$ cat src/hdl/gfba_pkg.sv
// Package for the grouped free-block allocator.
// Holds the word types of both channels, status codes and the controller/datapath bundles.
// No dependencies.
package gfba_pkg;

  localparam int ID_W     = 10;
  localparam int STATUS_W = 2;

  localparam logic OP_ALLOC = 1'b0;
  localparam logic OP_FREE  = 1'b1;

  localparam logic [STATUS_W-1:0] ST_OK    = 2'd0;
  localparam logic [STATUS_W-1:0] ST_EMPTY = 2'd1;
  localparam logic [STATUS_W-1:0] ST_RANGE = 2'd2;

  typedef struct packed {
    logic            opcode;
    logic [ID_W-1:0] block_id;
  } in_word_t;

  typedef struct packed {
    logic [ID_W-1:0]     alloc_block;
    logic [STATUS_W-1:0] status;
  } out_word_t;

  // Commands from the controller to the datapath.
  typedef struct packed {
    logic latch;
    logic push;
    logic pop;
    logic set_range;
    logic set_empty;
    logic spill_step;
    logic spill_done;
    logic reload_step;
    logic reload_done;
    logic emit;
  } cmd_t;

  // Conditions reported by the datapath.
  typedef struct packed {
    logic is_free;
    logic id_bad;
    logic stack_empty;
    logic stack_full;
    logic leader_end;
    logic slot_last;
  } stat_t;

endpackage

$ cat src/hdl/gfba_ctrl.sv
// Controller of the grouped free-block allocator: request sequencing and output valid.
// Depends on gfba_pkg.
module gfba_ctrl (
  input  logic            clk,
  input  logic            rst_n,
  input  logic            in_valid,
  output logic            in_ready,
  output logic            out_valid,
  input  logic            out_ready,
  input  gfba_pkg::stat_t stat,
  output gfba_pkg::cmd_t  cmd
);

  typedef enum logic [5:0] {
    S_IDLE       = 6'b000001,
    S_DECIDE     = 6'b000010,
    S_SPILL      = 6'b000100,
    S_RELOAD     = 6'b001000,
    S_RELOAD_END = 6'b010000,
    S_DONE       = 6'b100000
  } state_t;

  state_t state_r, state_nxt;
  logic   out_valid_r, out_valid_nxt;

  assign in_ready  = (state_r == S_IDLE);
  assign out_valid = out_valid_r;

  always_comb begin
    state_nxt = state_r;
    cmd       = '0;
    case (state_r)
      S_IDLE: begin
        if (in_valid) begin
          cmd.latch = 1'b1;
          state_nxt = S_DECIDE;
        end
      end
      S_DECIDE: begin
        state_nxt = S_DONE;
        if (stat.is_free) begin
          if (stat.id_bad) begin
            cmd.set_range = 1'b1;
          end else if (stat.stack_full) begin
            state_nxt = S_SPILL;
          end else begin
            cmd.push = 1'b1;
          end
        end else if (!stat.stack_empty) begin
          cmd.pop = 1'b1;
        end else if (stat.leader_end) begin
          cmd.set_empty = 1'b1;
        end else begin
          state_nxt = S_RELOAD;
        end
      end
      S_SPILL: begin
        cmd.spill_step = 1'b1;
        if (stat.slot_last) begin
          cmd.spill_done = 1'b1;
          state_nxt      = S_DONE;
        end
      end
      S_RELOAD: begin
        cmd.reload_step = 1'b1;
        if (stat.slot_last) begin
          state_nxt = S_RELOAD_END;
        end
      end
      S_RELOAD_END: begin
        cmd.reload_done = 1'b1;
        state_nxt       = S_DONE;
      end
      S_DONE: begin
        // The result waits here only while the output register still holds an unread word.
        if (!out_valid_r || out_ready) begin
          cmd.emit  = 1'b1;
          state_nxt = S_IDLE;
        end
      end
      default: begin
        state_nxt = S_IDLE;
      end
    endcase
  end

  always_comb begin
    out_valid_nxt = out_valid_r;
    if (cmd.emit) begin
      out_valid_nxt = 1'b1;
    end else if (out_ready) begin
      out_valid_nxt = 1'b0;
    end
  end

  always_ff @(posedge clk) begin
    if (!rst_n) begin
      state_r     <= S_IDLE;
      out_valid_r <= 1'b0;
    end else begin
      state_r     <= state_nxt;
      out_valid_r <= out_valid_nxt;
    end
  end

endmodule

$ cat config.mk
export PLATFORM = sky130hd
export DESIGN_NAME = gfba_ctrl
export DESIGN_NICKNAME = d
export VERILOG_FILES = /design/src/hdl/gfba_pkg.sv /design/src/hdl/gfba_ctrl.sv
export SDC_FILE = /design/constraint.sdc
export NUM_CORES = 1
export LEC_CHECK = 0
export BUFFER_PORTS_ARGS = -buffer_cell sky130_fd_sc_hd__clkbuf_2
export CAP_MARGIN = 20
export CORE_AREA = 2 2 40 42
export CTS_BUF_LIST = sky130_fd_sc_hd__clkbuf_4 sky130_fd_sc_hd__clkbuf_8 sky130_fd_sc_hd__clkbuf_16
export DETAILED_ROUTE_END_ITERATION = 8
export DIE_AREA = 0 0 42 44
export HOLD_SLACK_MARGIN = 0.15
export PLACE_DENSITY = 0.68
export SYNTH_ARGS = -nofsm -noshare
export SYNTH_HDL_FRONTEND = slang
export SYNTH_SLANG_ARGS = --single-unit
$ cat constraint.sdc
create_clock -name clk -period 1.85 [get_ports clk]
set_input_delay 0.2775 -clock clk [delete_from_list [all_inputs] [get_ports clk]]
set_output_delay 0.2775 -clock clk [all_outputs]
set_load 0.05 [all_outputs]
==> flow_metrics.tcl, run 1 <==
set metrics [dict create \
    drtAntennaViolNets 0 \
    synth_top_area_frac 0.263 \
    outcome "finished, violations left" \
    setup_ws_ns -0.266 \
    clock_path_buffers 2 \
    path_clk_slew_ns 0.06 \
    die_h_um 44 \
    nFillCells 116 \
    worst-setup-path-type "reg2out" \
    ir_worst_vdd_uv 444 \
    finalHoldViolCount 0 \
    num_io_pins 22 \
    crit_path_end_kind "output pin" \
    async_flop_share 0 \
    rows 14 \
    num_vias 618 \
    start_kind "flop" \
    via_per_inst 5.33 \
    cts_tree "built" \
    port_buffers 21 \
    maxSlewViolCount 0 \
    grt_max_degree 11 \
    wirelength_um 1540 \
    insertion_delay_ns 0.26 \
    synth-simple-area-share 0.467 \
    drive_gt1_frac 0.630 \
    crit_fanout 5 \
    syn2layout_area_growth_pct 81.0 \
    nets 111 \
    synth_edf_count 0 \
    synth_top_family_by_area "simple AND/OR/NAND/NOR gates" \
    synth_fa_ha_area_frac 0 \
    setup_violations 11 \
    slew_headroom 0.776 \
    min_path_type "in2reg" \
    hold_slack_ns 0.332 \
    synth_warnings 0 \
    ys_top_cells_by_area "dfxtp_1, and3_1, nor2_1" \
    drt_iter0_markers 2 \
    track_usage 0.181 \
    worstMarginPinSlew_ns 0.333 \
    worstHoldStart "stat[1]" \
    synth_top_area_cell "dfxtp_1" \
    max_freq_mhz 473 \
    drc_errors 0 \
    rrSetupSlack_ns -0.09 \
    cts.sinks 7 \
    multi_input_area_um2 460 \
    worstReg2RegStart "state_r[5]$_SDFFE_PN0P_" \
    finalCriticalPeriod_ns 2.12 \
    htree_levels 1 \
    synth_area_um2 533 \
    hpwl_um 1060 \
    root_buffer "clkbuf_4" \
    grt_pass1_wl_um 2510 \
    violations "negative setup slack" \
    initial_core_util 0.376 \
    required_ns 1.57 \
    synth-seq-cells 7 \
    grt-ovfl-total 0 \
    regArea_um2 145 \
    fp.dieW_um 42 \
    place_congestion 0.751 \
    synth-compound-area-share 0.190 \
    synth_nets 77 \
    period_share 1.14 \
    wl_per_cell_um 13.3 \
    grt_pass1_vias 600 \
    crit_arrival_ns 1.84 \
    first_pass_iters 2 \
    clock-skew-final_ns 0.00375 \
    timing.max_cap.violations 0 \
    cts_made_buffers 3 \
    synthCells 67 \
    synth-xor-area-share 0.0164 \
    tns_ns -1.78 \
    powerDensity_nw_per_um2 969 \
    cp-startpoint "state_r[5]$_SDFFE_PN0P_" \
    core-area_um2 1420 \
    synth_seq_area_share 0.263 \
    num_antenna_cells 0 \
    synth_cell_type_count 37 \
    ctsHoldBuffers 0 \
    synth_mux_area_frac 0 \
    antenna_found_initial 0 \
    postSynthAreaPerCell_um2 7.96 \
    leakage_nw 0.422 \
    synth_flop_cell "dfxtp_1" \
    rsz0062_at_grt "true" \
    die-area_um2 1850 \
]
==> synth_stat cells, types with 2 or more instances <==
| library cell | number |
|---|---|
| dfxtp_1 | 7 |
| nor2_1 | 6 |
| and3_1 | 5 |
| nand2_1 | 5 |
| nor3_1 | 3 |
| nor3b_1 | 3 |
| and2_1 | 2 |
| and2b_2 | 2 |
| inv_1 | 2 |
| nand3_1 | 2 |
| o21ai_0 | 2 |
| o21ai_1 | 2 |
| o31ai_1 | 2 |
==> path summary, 6_finish.rpt <==
check	endpoint	cells past startpoint
setup / recovery	cmd[5]	4
hold / removal	state_r[3]$_SDFFE_PN0P_	4
setup reg to reg	state_r[0]$_SDFFE_PN1P_	6
hold reg to reg	out_valid$_SDFFE_PN0P_	2
==> layer usage <==
| metal | GRT usage | up-vias | part of all wire |
|---|---|---|---|
| met1 | 0.209 | 284 | 0.41 |
| met3 | 0.0167 | 4 | 0.035 |
| met2 | 0.331 | 19 | 0.54 |
| met5 | 0 | - | 0 |
| li1 | - | 311 | - |
| met4 | 0.0968 | 0 | 0.020 |
==> stage by stage <==
stage	util	instances	total power [W]	area (um2)	setup slack [ns]
2_1_floorplan	-	67	0.000501	584	-0.216
3_3_place_gp	0.529	109	0.000620	751	-0.0587
3_5_place_dp	0.529	109	0.000624	751	-0.0847
4_1_cts	0.646	115	0.000906	916	-0.289
5_1_grt	0.680	116	0.000989	965	-0.323
6_report	0.680	116	0.000935	965	-0.266
==> cells in the final DEF (no fill, tap or decap), types with 3 or more instances in the layout <==
master and count:
and3_1 3, buf_4 10, buf_8 7, clkbuf_2 12, clkbuf_4 4, dfxtp_1 3
dfxtp_2 4, nand2_1 4, nor2_1 5, nor3_4 3
==> sequential cells by signal (all words and copies together), names as in the netlist <==
register	cells
out_valid	1
state_r	6
==> worst max-delay path: stages (launching register included) <==
cell     delay [ns]
dfxtp_2        0.33
or4_4          0.53
nor3b_4        0.28
and4b_2        0.29
buf_8          0.15
==> logic make-up after synthesis <==
group           after synthesis
simple gates                 39
compound gates               14
buf+inv                       6
flops                         7
xor+xnor                      1
==> power breakdown <==
group          leakage [nW]  switching (W)  internal, W
clock network        0.0184      0.0000639    0.0000975
registers            0.0583      0.0000238     0.000175
logic                 0.345       0.000288     0.000286
==> cell type report <==
cell class / instances / area share
Clock buffer: 4 / 0.0311
Inverter: 2 / 0.00778
Multi-Input combinational cell: 54 / 0.477
Sequential cell: 7 / 0.150
Tap cell: 16 / 0.0208
Timing Repair Buffer: 33 / 0.313
==> what timing repair did <==
item                       CTS  global route
setup endpoints to repair   14            16
pin swaps                    7             8
resized for setup           28            17
hold endpoints to repair     0             0
cloned                       0             0
buffers inserted             3             2
Note: power is estimated with default switching activity, not from simulation.
==> run 2, diff against run 1 <==
--- a/config.mk
+++ b/config.mk
@@ -13,6 +13,7 @@
 export DIE_AREA = 0 0 42 44
 export HOLD_SLACK_MARGIN = 0.15
 export PLACE_DENSITY = 0.68
+export REMOVE_ABC_BUFFERS = 1
 export SYNTH_ARGS = -nofsm -noshare
 export SYNTH_HDL_FRONTEND = slang
 export SYNTH_SLANG_ARGS = --single-unit
==> run 2 against run 1 <==
Effect of this change:
- the run still ends with negative setup slack left
- clock skew down 0.0021 ns
- clock power up 2%
- flip-flop and latch count unchanged
- worst setup slack worse by 0.044 ns
- critical path type unchanged
- highest routed layer unchanged
==> flow_metrics.tcl, run 2 (synthesis gave the netlist of run 1 again) <==
set metrics [dict create \
    place_inst 111 \
    core-area_um2 1420 \
    start_kind "flop" \
    hpwl_um 1110 \
    swShare 0.404 \
    num_vias 631 \
    grt_max_degree 11 \
    die_h_um 44 \
    cp_slowest_stage_delay_ns 0.55 \
    path_delay_family "simple AND/OR/NAND/NOR gates" \
    period_share 1.17 \
    leakage_nw 0.431 \
    worstReg2RegStart "state_r[2]$_SDFFE_PN0P_" \
    drtAntennaViolNets 0 \
    stdcell_count 119 \
    grt_pass1_vias 581 \
    die-area_um2 1850 \
    grtUsageMet3 0.0208 \
    use_met2 0.322 \
    wl_per_cell_um 14.0 \
    clkPwrFrac 0.179 \
    rsz0062_at_grt "true" \
    num_io_pins 22 \
    insertion_delay_ns 0.26 \
    violations "negative setup slack" \
    setup_ws_ns -0.310 \
    largest_register_ffs 6 \
    wirelength_um 1670 \
    track_usage 0.191 \
    pwr-share-comb 0.608 \
    min_path_type "in2reg" \
    powerDensity_nw_per_um2 966 \
    finalCriticalPeriod_ns 2.16 \
    outcome "finished, violations left" \
    drc_errors 0 \
    regMostFlops "state_r" \
    htree_levels 1 \
    cts_tree "built" \
    p_int_w 0.000550 \
    nets 114 \
    cts_made_buffers 3 \
    drive_gt1_frac 0.602 \
    crit_buf_inv 1 \
    grtUsageMet1 0.217 \
    first_pass_iters 4 \
    antenna_found_initial 0 \
    nFillCells 118 \
    crit_path_end_kind "output pin" \
    place_ws_ns -0.141 \
    via_per_inst 5.30 \
    cpMaxStageDelayCell "or4_4" \
    crit_arrival_ns 1.88 \
    multi_input_area_um2 435 \
    cts.sinks 7 \
    syn2layout_area_growth_pct 79.3 \
    setup_violations 11 \
    final_common_cell "buf_4" \
    max_freq_mhz 463 \
    regArea_um2 149 \
    grt_pass1_wl_um 2560 \
    fp.dieW_um 42 \
    ir_worst_vdd_uv 897 \
    port_buffers 21 \
    rows 14 \
    slew_headroom 0.800 \
    timing.max_cap.violations 0 \
    p_switching_w 0.000373 \
    crit_fanout 5 \
    clock-skew-final_ns 0.00170 \
    top_usage_layer "met2" \
    place_congestion 0.802 \
    num_antenna_cells 0 \
    crit_chain "or4_4, nor3b_4, and4b_1, buf_8" \
    finalHoldViolCount 0 \
    worst-setup-path-type "reg2out" \
    grt-ovfl-total 0 \
    drt_iter0_markers 6 \
    cp-startpoint "state_r[2]$_SDFFE_PN0P_" \
    clock_path_buffers 2 \
    worstMarginPinSlew_ns 0.297 \
    final_cell_mix "buf_4, clkbuf_2, and3_1, nor2_1, clkbuf_4" \
    seqPwrFrac 0.213 \
    worstHoldStart "stat[1]" \
    maxSlewViolCount 0 \
    initial_core_util 0.376 \
    path_clk_slew_ns 0.06 \
    root_buffer "clkbuf_4" \
    required_ns 1.57 \
]
==> run 2: per-stage QoR <==
step / instance area, um2 / utilization / power [W] / hold WS [ns] / TNS, ns
after detailed placement: 714 / 0.504 / 0.000581 / 0.510 / -0.491
after floorplan: 507 / - / 0.000449 / 0.403 / -3.59
after global routing: 956 / 0.674 / 0.000969 / 0.374 / -2.66
after global placement: 714 / 0.504 / 0.000576 / 0.503 / -0.238
final: 956 / 0.674 / 0.000923 / 0.338 / -2.06
after CTS: 901 / 0.635 / 0.000875 / 0.330 / -1.99
==> run 2: layout make-up <==
cell class                 count  area share
multi-input combinational     54       0.455
sequential                     7       0.156
inverter                       2     0.00785
clock buffer                   4      0.0314
tap                           16      0.0209
timing repair buffer          36       0.329
==> run 2: per-layer routing <==
layer / share of wire / wire, um
met2: 0.50 / 833
met3: 0.037 / 62
met1: 0.43 / 718
met5: 0 / 0
met4: 0.032 / 54
==> run 2: path summary, 6_finish.rpt <==
| path | to | slack (ns) | cells past startpoint |
|---|---|---|---|
| max | cmd[5] | -0.31 | 4 |
| max reg2reg | state_r[1]$_SDFFE_PN0P_ | -0.11 | 6 |
| min reg2reg | state_r[3]$_SDFFE_PN0P_ | 0.51 | 2 |
| min | state_r[3]$_SDFFE_PN0P_ | 0.34 | 4 |
==> run 2: power by group through the flow <==
stage               registers [W]  clock network [W]  logic (W)
finish                   0.000197           0.000165   0.000562
global route             0.000202           0.000169   0.000598
CTS                      0.000192           0.000167   0.000515
detailed placement       0.000194                  0   0.000387
global placement         0.000194                  0   0.000383
floorplan                0.000209                  0   0.000240
==> run 2: repair_timing <==
item,in CTS,in global routing
pin swaps,4,9
resized for setup,32,14
hold buffers,0,0
endpoints found under the hold margin,0,0
endpoints found under the setup margin,14,14
setup buffers,2,2
==> run 2: worst min-delay path: stages <==
cell and delay (ns):
clkbuf_2 0.10, nor3b_1 0.06, nand3_1 0.08, o21ai_1 0.06
==> run 3, diff against run 2 <==
--- a/config.mk
+++ b/config.mk
@@ -7,12 +7,11 @@
 export LEC_CHECK = 0
 export BUFFER_PORTS_ARGS = -buffer_cell sky130_fd_sc_hd__clkbuf_2
 export CAP_MARGIN = 20
-export CORE_AREA = 2 2 40 42
+export CORE_AREA = 2 2 51 53
 export CTS_BUF_LIST = sky130_fd_sc_hd__clkbuf_4 sky130_fd_sc_hd__clkbuf_8 sky130_fd_sc_hd__clkbuf_16
 export DETAILED_ROUTE_END_ITERATION = 8
-export DIE_AREA = 0 0 42 44
+export DIE_AREA = 0 0 53 55
 export HOLD_SLACK_MARGIN = 0.15
-export PLACE_DENSITY = 0.68
 export REMOVE_ABC_BUFFERS = 1
 export SYNTH_ARGS = -nofsm -noshare
 export SYNTH_HDL_FRONTEND = slang
==> constraint.sdc (replaced) <==
create_clock -name clk -period 2.7 [get_ports clk]
set_input_delay 0.405 -clock clk [delete_from_list [all_inputs] [get_ports clk]]
set_output_delay 0.405 -clock clk [all_outputs]
set_load 0.05 [all_outputs]
==> run 3 against run 2 <==
Effect of this change:
- critical path type unchanged
- the run now ends clean
- clock-buffer cell count unchanged
- routed wire length decreased by 20%
- hold slack improved by 0.12 ns
- design area decreased by 29%
- via count decreased by 8.1%
- non-clock buffer count decreased by 15
- first-iteration DRC count increased by 67%
- clock power decreased by 35%
- critical path depth increased by 1
- combinational power decreased by 62%
==> flow_metrics.tcl, run 3 (synthesis gave the netlist of run 1 again) <==
set metrics [dict create \
    outcome "finished, final reports clean" \
    worstMarginPinSlew_ns 0.328 \
    reg2regPathDepth 4 \
    num_vias 580 \
    ctsResizeCount 0 \
    crit_path_end_kind "output pin" \
    clkPwrFrac 0.230 \
    cts.sinks 7 \
    die-area_um2 2920 \
    grt_max_degree 11 \
    drive_gt1_frac 0.364 \
    p_switching_w 0.000210 \
    finalCriticalPeriod_ns 2.55 \
    cts_made_buffers 3 \
    max_freq_mhz 393 \
    grt-ovfl-total 0 \
    rows 18 \
    cp_slowest_stage_delay_ns 0.59 \
    grt_pass1_wl_um 2140 \
    antenna_found_initial 0 \
    powerDensity_nw_per_um2 690 \
    drt_iter0_markers 10 \
    hpwl_um 1060 \
    pwr-share-comb 0.454 \
    final_area_um2 679 \
    crit_chain "or4_4, nor3b_2, nand2_1, nor3_1, clkbuf_2" \
    postCtsSetupRepairBufs 0 \
    timing.max_cap.violations 0 \
    r2r-end "state_r[0]$_SDFFE_PN1P_" \
    leakage_nw 0.304 \
    regArea_um2 140 \
    multi_input_area_um2 359 \
    maxSlewViolCount 0 \
    slew_headroom 0.780 \
    cpMaxStageDelayCell "or4_4" \
    crit_fanout 10 \
    min_path_type "in2reg" \
    finalHoldViolCount 0 \
    tns_ns 0 \
    crit_arrival_ns 2.14 \
    nets 99 \
    place_area_um2 649 \
    clock-skew-final_ns 0.00151 \
    drc_errors 0 \
    place_congestion 0.727 \
    fp.dieW_um 53 \
    worstReg2RegStart "state_r[2]$_SDFFE_PN0P_" \
    wl_per_cell_um 11.3 \
    required_ns 2.30 \
    swShare 0.447 \
    insertion_delay_ns 0.25 \
    htree_levels 1 \
    via_per_inst 4.92 \
    drtAntennaViolNets 0 \
    cts_tree "built" \
    seqPwrFrac 0.316 \
    nFillCells 274 \
    grt_pass1_vias 543 \
    ir_worst_vdd_uv 346 \
    start_kind "flop" \
    track_usage 0.102 \
    worst-setup-path-type "reg2out" \
    largest_register_ffs 6 \
    num_antenna_cells 0 \
    port_buffers 21 \
    core-area_um2 2360 \
    setup_violations 0 \
    rsz0062_at_grt "false" \
    num_io_pins 22 \
    wirelength_um 1340 \
    p_int_w 0.000260 \
    ctsHoldBuffers 0 \
    final_common_cell "clkbuf_2" \
    syn2layout_area_growth_pct 27.5 \
    root_buffer "clkbuf_4" \
    regMostFlops "state_r" \
    path_clk_slew_ns 0.05 \
    final_cell_mix "clkbuf_2, dfxtp_1, nor2_1" \
    die_h_um 55 \
    rrSetupSlack_ns 0.85 \
    cp-startpoint "state_r[2]$_SDFFE_PN0P_" \
    hold_slack_ns 0.457 \
    period_share 0.943 \
    clock_path_buffers 2 \
    crit_end "cmd[8]" \
    first_pass_iters 4 \
    initial_core_util 0.225 \
]
## run 3: changes by cell type in the layout (fill, tap and decap cells not counted), sizes merged
cell    delta
buf       -19
clkbuf     +4
## run 3: worst min-delay path by stage
stage                                        from  cells past startpoint  slack, ns                       to
after floorplan           state_r[3]$_SDFFE_PN0P_                      2       0.49  state_r[3]$_SDFFE_PN0P_
after global placement    state_r[3]$_SDFFE_PN0P_                      2       0.54  state_r[3]$_SDFFE_PN0P_
after detailed placement  state_r[3]$_SDFFE_PN0P_                      2       0.54  state_r[3]$_SDFFE_PN0P_
after CTS                               out_ready                      3       0.46   out_valid$_SDFFE_PN0P_
after global routing                    out_ready                      3       0.48   out_valid$_SDFFE_PN0P_
final                                   out_ready                      3       0.46   out_valid$_SDFFE_PN0P_
## run 3: power by group through the flow
stage	clock network, W	logic [W]	registers (W)
2_1_floorplan	0	0.000164	0.000144
3_3_place_gp	0	0.000209	0.000151
3_5_place_dp	0	0.000213	0.000150
4_1_cts	0.000112	0.000213	0.000148
5_1_grt	0.000119	0.000233	0.000151
6_report	0.000108	0.000213	0.000148
## run 3: layout make-up
type | instances | area share
Inverter | 2 | 0.0110
Sequential cell | 7 | 0.206
Tap cell | 30 | 0.0552
Clock buffer | 4 | 0.0442
Multi-Input combinational cell | 54 | 0.529
Timing Repair Buffer | 21 | 0.155
## run 3: stage by stage
step	total power [W]	cells	util	setup slack [ns]
floorplan	0.000308	63	-	-0.115
global placement	0.000360	114	0.275	0.506
detailed placement	0.000363	114	0.275	0.428
CTS	0.000473	118	0.287	0.141
global route	0.000504	118	0.287	0.00141
finish	0.000469	118	0.287	0.153
## run 3: per-layer routing
layer | track usage | vias to the layer above | part of all wire
li1 | - | 288 | -
met1 | 0.112 | 263 | 0.42
met2 | 0.165 | 27 | 0.47
met3 | 0.0565 | 2 | 0.10
met4 | 0.0427 | 0 | 0.010
met5 | 0 | - | 0
## run 3: worst max-delay path, delay by kind of cell (launching register included)
| family | cells | cell delay (ns) |
|---|---|---|
| DFF | 1 | 0.40 |
| and+or+nand+nor | 4 | 1.18 |
| buffers and inverters | 1 | 0.30 |
